File: src/design/kwe_pkg.sv
// Package for the k-mer window extractor.
// Holds shared constants, byte codes and the sequencer state type; no dependencies.
`default_nettype none

package kwe_pkg;

   // Default window storage depth and the k value after reset
   localparam int          MAX_KMER_DEF   = 32;
   localparam logic [5:0]  KMER_LEN_RESET = 6'd18;

   // Byte codes with special meaning in the stream
   localparam logic [7:0]  BYTE_N  = 8'h4E;
   localparam logic [7:0]  BYTE_NL = 8'h0A;

   // Sequencer states
   typedef enum logic [1:0] {
      ST_IDLE,
      ST_LOAD,
      ST_SEND
   } kwe_state_type;

endpackage

`default_nettype wire

File: src/design/kmer_window_extractor_top.sv
// K-mer window extractor: window memory, intake logic and serial emit sequencer.
// Depends on kwe_pkg for constants and the state type.
`default_nettype none

// Takes a FASTA-style stream one byte per transaction. Bytes up to the first
// newline are the header and are dropped; newlines are always dropped. Other
// bytes go into a circular window memory. When the window holds k bytes with no
// uppercase 'N', the k bytes go out oldest first, kmer_last on the final one.
// A byte that emits nothing leaves the sequencer idle, and the next byte can
// follow in the next cycle. A byte that completes a clean window is accepted
// and written, then the oldest byte is read from the window memory, then the
// bytes go out one by one, held by any output stall, all through the
// single memory read port. req_stall is high while a k-mer is going out, and
// csr_ready is low then. A write to kmer_length empties the window; values
// above MAX_KMER act as MAX_KMER and zero never emits.
module kmer_window_extractor_top #(
   parameter int MAX_KMER = kwe_pkg::MAX_KMER_DEF
) (
   input  wire logic       clock,
   input  wire logic       reset,
   // byte input
   input  wire logic       req_valid,
   output logic            req_stall,
   input  wire logic [7:0] req_stream_byte,
   // k-mer output
   output logic            rsp_valid,
   input  wire logic       rsp_stall,
   output logic [7:0]      rsp_kmer_char,
   output logic            rsp_kmer_last,
   // configuration
   input  wire logic       csr_valid,
   output logic            csr_ready,
   input  wire logic [5:0] csr_kmer_length
);

   import kwe_pkg::*;

   localparam int PTR_W = (MAX_KMER > 1) ? $clog2(MAX_KMER) : 1;
   localparam int K_W   = $clog2(MAX_KMER + 1);

   localparam logic [PTR_W-1:0] PTR_LAST = PTR_W'(MAX_KMER - 1);
   localparam logic [PTR_W:0]   DEPTH_X  = (PTR_W + 1)'(MAX_KMER);
   localparam logic [K_W-1:0]   K_MAX    = K_W'(MAX_KMER);

   // Registers
   kwe_state_type    state_ff, state_in;
   logic [5:0]       kmer_length_ff;
   logic             past_header_ff;
   logic [K_W-1:0]   fill_ff, fill_in;
   logic [K_W-1:0]   since_n_ff, since_n_in;
   logic [PTR_W-1:0] wr_ptr_ff, wr_ptr_in;
   logic [PTR_W-1:0] rd_ptr_ff, rd_ptr_in;
   logic [K_W-1:0]   remain_ff, remain_in;
   logic [7:0]       mem_q_ff;
   logic [7:0]       window_mem_ff [MAX_KMER];

   logic             in_fire;
   logic             out_fire;
   logic             store_byte;
   logic             emit;
   logic [K_W-1:0]   k_eff;
   logic [K_W-1:0]   fill_inc;
   logic [PTR_W:0]   start_sum;
   logic [PTR_W-1:0] start_ptr;
   logic [PTR_W-1:0] rd_addr;

   assign in_fire    = req_valid && !req_stall;
   assign out_fire   = rsp_valid && !rsp_stall;
   assign store_byte = in_fire && past_header_ff && (req_stream_byte != BYTE_NL);

   // Saturate k at the window depth
   always_comb begin
      if (int'(kmer_length_ff) > MAX_KMER) begin
         k_eff = K_MAX;
      end else begin
         k_eff = K_W'(kmer_length_ff);
      end
   end

   // Intake: fill count, run of non-N bytes, write pointer
   always_comb begin
      fill_inc = fill_ff + K_W'(1);
      if (req_stream_byte == BYTE_N) begin
         since_n_in = '0;
      end else if (since_n_ff == K_MAX) begin
         since_n_in = since_n_ff;
      end else begin
         since_n_in = since_n_ff + K_W'(1);
      end
      if (wr_ptr_ff == PTR_LAST) begin
         wr_ptr_in = '0;
      end else begin
         wr_ptr_in = wr_ptr_ff + PTR_W'(1);
      end
      // the newest fill_inc bytes are clean when the non-N run covers them
      emit = (k_eff != '0) && (fill_inc == k_eff) && (since_n_in >= k_eff);
      priority if (k_eff == '0) begin
         fill_in = (fill_ff == K_MAX) ? fill_ff : fill_inc;
      end else if (fill_inc == k_eff) begin
         fill_in = k_eff - K_W'(1);
      end else begin
         fill_in = fill_inc;
      end
      // oldest byte of the window sits k entries behind the new write pointer
      start_sum = {1'b0, wr_ptr_in} + DEPTH_X - (PTR_W + 1)'(k_eff);
      if (start_sum >= DEPTH_X) begin
         start_ptr = PTR_W'(start_sum - DEPTH_X);
      end else begin
         start_ptr = start_sum[PTR_W-1:0];
      end
   end

   // Next state
   always_comb begin
      state_in = state_ff;
      unique case (state_ff)
         ST_IDLE: begin
            if (store_byte && emit) begin
               state_in = ST_LOAD;
            end
         end
         ST_LOAD: begin
            state_in = ST_SEND;
         end
         ST_SEND: begin
            if (out_fire && (remain_ff == K_W'(1))) begin
               state_in = ST_IDLE;
            end
         end
         default: begin
            state_in = ST_IDLE;
         end
      endcase
   end

   // Outputs and read pointer control
   always_comb begin
      req_stall = 1'b1;
      csr_ready = 1'b0;
      rsp_valid = 1'b0;
      rd_ptr_in = rd_ptr_ff;
      remain_in = remain_ff;
      unique case (state_ff)
         ST_IDLE: begin
            req_stall = 1'b0;
            csr_ready = 1'b1;
            if (store_byte && emit) begin
               rd_ptr_in = start_ptr;
               remain_in = k_eff;
            end
         end
         ST_LOAD: begin
         end
         ST_SEND: begin
            rsp_valid = 1'b1;
            if (out_fire) begin
               remain_in = remain_ff - K_W'(1);
               rd_ptr_in = (rd_ptr_ff == PTR_LAST) ? '0 : rd_ptr_ff + PTR_W'(1);
            end
         end
         default: begin
         end
      endcase
   end

   // Advance the read address with the pointer so the next byte is ready
   assign rd_addr       = (state_ff == ST_SEND) ? rd_ptr_in : rd_ptr_ff;
   assign rsp_kmer_char = mem_q_ff;
   assign rsp_kmer_last = (remain_ff == K_W'(1));

   // Control registers
   always_ff @(posedge clock) begin
      if (reset) begin
         state_ff       <= ST_IDLE;
         kmer_length_ff <= KMER_LEN_RESET;
         past_header_ff <= 1'b0;
         fill_ff        <= '0;
         since_n_ff     <= '0;
         wr_ptr_ff      <= '0;
         rd_ptr_ff      <= '0;
         remain_ff      <= '0;
      end else begin
         state_ff  <= state_in;
         rd_ptr_ff <= rd_ptr_in;
         remain_ff <= remain_in;
         if (in_fire && (req_stream_byte == BYTE_NL)) begin
            past_header_ff <= 1'b1;
         end
         // config write empties the window
         if (csr_valid && csr_ready) begin
            kmer_length_ff <= csr_kmer_length;
            fill_ff        <= '0;
         end else if (store_byte) begin
            fill_ff <= fill_in;
         end
         if (store_byte) begin
            since_n_ff <= since_n_in;
            wr_ptr_ff  <= wr_ptr_in;
         end
      end
   end

   // Window memory: one write port, one registered read port
   always_ff @(posedge clock) begin
      if (store_byte) begin
         window_mem_ff[wr_ptr_ff] <= req_stream_byte;
      end
      mem_q_ff <= window_mem_ff[rd_addr];
   end

endmodule

`default_nettype wire

File: config.mk
export PLATFORM = sky130hd
export DESIGN_NAME = kmer_window_extractor_top
export DESIGN_NICKNAME = d
export VERILOG_FILES = /design/src/design/kwe_pkg.sv /design/src/design/kmer_window_extractor_top.sv
export SDC_FILE = /design/constraint.sdc
export NUM_CORES = 1
export LEC_CHECK = 0
export ABC_CLOCK_PERIOD_IN_PS = 4000
export BUFFER_PORTS_ARGS = -buffer_cell sky130_fd_sc_hd__buf_2
export CORE_ASPECT_RATIO = 0.75
export CORE_MARGIN = 1.5
export CORE_UTILIZATION = 45
export CTS_CLUSTER_DIAMETER = 50
export CTS_CLUSTER_SIZE = 8
export DETAILED_ROUTE_END_ITERATION = 16
export PLACE_DENSITY = 0.6
export SYNTH_ARGS = -nofsm -noshare
export SYNTH_HDL_FRONTEND = slang
export SYNTH_SLANG_ARGS = --single-unit
File: constraint.sdc
create_clock -name clock -period 4 [get_ports clock]
set_input_delay 0.8 -clock clock [delete_from_list [all_inputs] [get_ports clock]]
set_output_delay 0.8 -clock clock [all_outputs]
set_load 0.03 [all_outputs]
==> reports/qor.yml <==
flow_run:
  max-cap-violations: 0
floorplan:
  core.rowCount: 53
  initial_standard_cell_utilization_of_the_core_pct: 45.7
  pin_count: 31
  floorplan.core_area_um2: 28000
  fp.dieW_um: 198
  dieHeight_um: 149
  floorplan.die_area_um2: 29500
cts:
  post_cts_resize_count: 0
  number_of_buffers_inserted_by_post_cts_setup_repair: 0
  clk_pin_slew_worst_paths_ps: 50
  holdBufCountCts: 0
  later_pin_clock_latency_in_the_skew_report_ps: 540
  cts_buffer_depth: 3
  cts_max_level: 2
  tritoncts: "done"
  tritoncts_num_sinks: 301
  numCtsBuffers: 45
  clock_root_cell: "clkbuf_16"
route:
  route.detailed.wl_per_inst_um: 22.0
  drt_iter0_drc: 650
  vias: 7370
  drt.antenna.violating_nets: 0
  dr.pass1.iters: 5
  detail_route.vias_per_cell: 5.55
  routed_wirelength_mm: 29.2
  route.detailed.drc: 0
logic_synthesis:
  post_synth_instance_area_um2: 12800
  ys_seq_area_share_pct: 67.2
  synth-seq-cells: 301
  synth.avg_cell_area_um2: 15.8
  ys_top_cells_by_area: "edfxtp_1, mux4_2, dfxtp_1"
  synth_edf_count: 256
  synth_flop_cell: "edfxtp_1"
  netlist_instances: 811
  synth_common_cells: "edfxtp_1, nor2_1, mux4_2"
  synthesis.nets: 855
  yosysMostFrequentCell: "edfxtp_1"
  postSynth.asyncResetShare_pct: 0
  yosys_warnings: 0
  most_area_hungry_cell_type_in_the_yosys_netlist: "edfxtp_1"
  synth.distinct_cells: 67
  yosysTopAreaCellShare_pct: 60.1
sta:
  tightestPinTransition_ps: 632
  max_freq_mhz: 318
  final-hold-violation-count: 0
  setup_total_negative_slack_ps: 0
  final_max_slew_viol_count: 0
  post-route-worst-setup-slack_ps: 855
  period_share_pct: 78.6
  timing.final.setup_violations: 0
  final_period_minus_worst_setup_slack_ps: 3150
  max_slew_headroom_at_the_worst_pin_pct: 57.9
  finClkSkew_ps: 18.6
  setup_repair_after_global_routing_missed_its_margin: "false"
setup_path:
  r2r_start: "rd_ptr_ff[0]"
  critical-path-top-cell-by-count: "ha_1"
  cp_slowest_cell: "mux4_2"
  crit_path_cell_trace: "ha_1 > and3_1 > ha_1 > nor3_2 > a21oi_4 > buf_12 > mux4_2 > o22ai_1 > nor4_1"
  cp-startpoint: "rd_ptr_ff[0]"
  cp-start-kind: "flip-flop"
  cp_max_fo: 41
  cp_num_cells: 9
  cp_top_family: "adder cells"
  crit-reg2reg-capture: "rsp_kmer_char[5]"
  cp.buffers_inverters: 1
  cp-endpoint: "rsp_kmer_char[5]"
  path_class: "flip-flop to flip-flop"
  rr_worst_depth: 9
  critical_path.endpoint_type: "flip-flop"
  required_ps: 4410
  stage_delay_of_the_slowest_cell_on_the_critical_path_ps: 570
  reg2reg_slack_ps: 850
  cp.arrival_ps: 3550
placed_design:
  dpl.hpwl_mm: 18.6
  port-buffer-count: 30
  pre_cts_ws_ps: 419
  gp_congestion: 0.819
finish:
  seq_area_um2: 8590
  area_of_the_multi_input_gates_um2: 3900
  fillerInstances: 2310
  finish.net_count: 952
  antennaDiodeCount: 0
  drive_gt1_share_pct: 22.3
  areaGrowthSynthToFinish_pct: 17.1
power:
  pwr_density_cell_nw_per_um2: 474
  p_leak_nw: 5.20
  vdd_drop_max_mv: 0.406
global_route:
  grt_resource_usage_total_pct: 20.7
  global_route_wire_length_before_repair_mm: 45.1
  grt_start_max_net_pins: 65
  total_congestion_overflow: 0
  grt_pass1_vias: 7143
  grt_antenna_before_repair: 0
min_path:
  timing.hold.worst.class: "flip-flop to flip-flop"
  hold_depth: 2
run_status:
  run_status: "complete, no violations"
[area by class of cell]
type,count,area share [%]
repair buffers,83,3.91
inverters,22,0.552
clock inverters,5,0.577
well taps,385,3.22
flip-flops and latches,301,57.4
clock buffers,76,8.36
multi-input cells,455,26.0
[logic make-up (layout without fill, tap and decap cells)]
logic type	count (synthesis)	after routing	share of synthesized area (%)
compound gates	129	129	6.37
xor+xnor	22	22	1.78
fa+ha+maj	25	25	2.50
buf+inv	55	186	2.49
flops	301	301	67.2
mux	72	72	11.9
simple gates	207	207	7.80
[worst min-delay path by stage]
stage,from,end
floorplan,past_header_ff,past_header_ff
global placement,past_header_ff,past_header_ff
detailed placement,past_header_ff,past_header_ff
CTS,csr_kmer_length[1],kmer_length_ff[1]
global route,past_header_ff,past_header_ff
finish,past_header_ff,past_header_ff
[flip-flops by register name, summed over array words and instances (netlist names)]
signal,flops
window_mem_ff,256
rsp_kmer_char,8
fill_ff,6
kmer_length_ff,6
remain_ff,6
since_n_ff,6
rd_ptr_ff,5
wr_ptr_ff,5
state_ff,2
past_header_ff,1
[worst min-delay path: stages (launching register included)]
cell     delay [ps]
dfxtp_1         320
a41oi_1          50
nor2_1           70
[stage by stage]
step | utilization, % | hold slack, ps | instances | total power [mW] | instance area (um2)
5_1_grt | 53.5 | 481 | 1327 | 7.31 | 15000
3_3_place_gp | 48.7 | 458 | 1246 | 3.61 | 13600
4_1_cts | 53.5 | 462 | 1327 | 7.16 | 15000
6_report | 53.5 | 468 | 1327 | 7.10 | 15000
2_1_floorplan | - | 440 | 811 | 3.53 | 12800
3_5_place_dp | 48.7 | 467 | 1246 | 3.61 | 13600
[layer usage]
layer  track usage, %  wire length (um)  up-vias
met5                0                 0        -
met2             28.8             12400      208
li1                 -                 -     3393
met1             33.1             14500     3724
met3             3.89              1800       45
met4             5.42               503        0
[placed cells by master, fill, tap and decap left out, types with 7 or more instances in the layout]
| cell | count |
|---|---|
| nand2_1 | 58 |
| buf_2 | 30 |
| mux2i_1 | 8 |
| dfxtp_1 | 45 |
| buf_4 | 50 |
| nor4_1 | 9 |
| nand3_1 | 18 |
| nor2b_1 | 7 |
| nor2_1 | 66 |
| ha_1 | 24 |
| o22ai_1 | 34 |
| a21oi_1 | 38 |
| edfxtp_1 | 256 |
| a21o_1 | 7 |
| clkbuf_16 | 45 |
| nand3b_1 | 7 |
| and3_1 | 7 |
| o21ai_0 | 12 |
| inv_1 | 22 |
| mux4_2 | 64 |
| nor3_1 | 8 |
| o21ai_1 | 8 |
| xnor2_1 | 12 |
| clkbuf_1 | 30 |
| xor2_1 | 7 |
[report_power, final]
| group | switching (mW) | leakage, nW | internal [mW] |
|---|---|---|---|
| Clock | 1.30 | 0.639 | 2.24 |
| Sequential | 0.00452 | 2.67 | 3.41 |
| Combinational | 0.0985 | 1.90 | 0.0417 |
| Total | 1.41 | 5.20 | 5.69 |
Note: power is estimated with default switching activity, not from simulation.
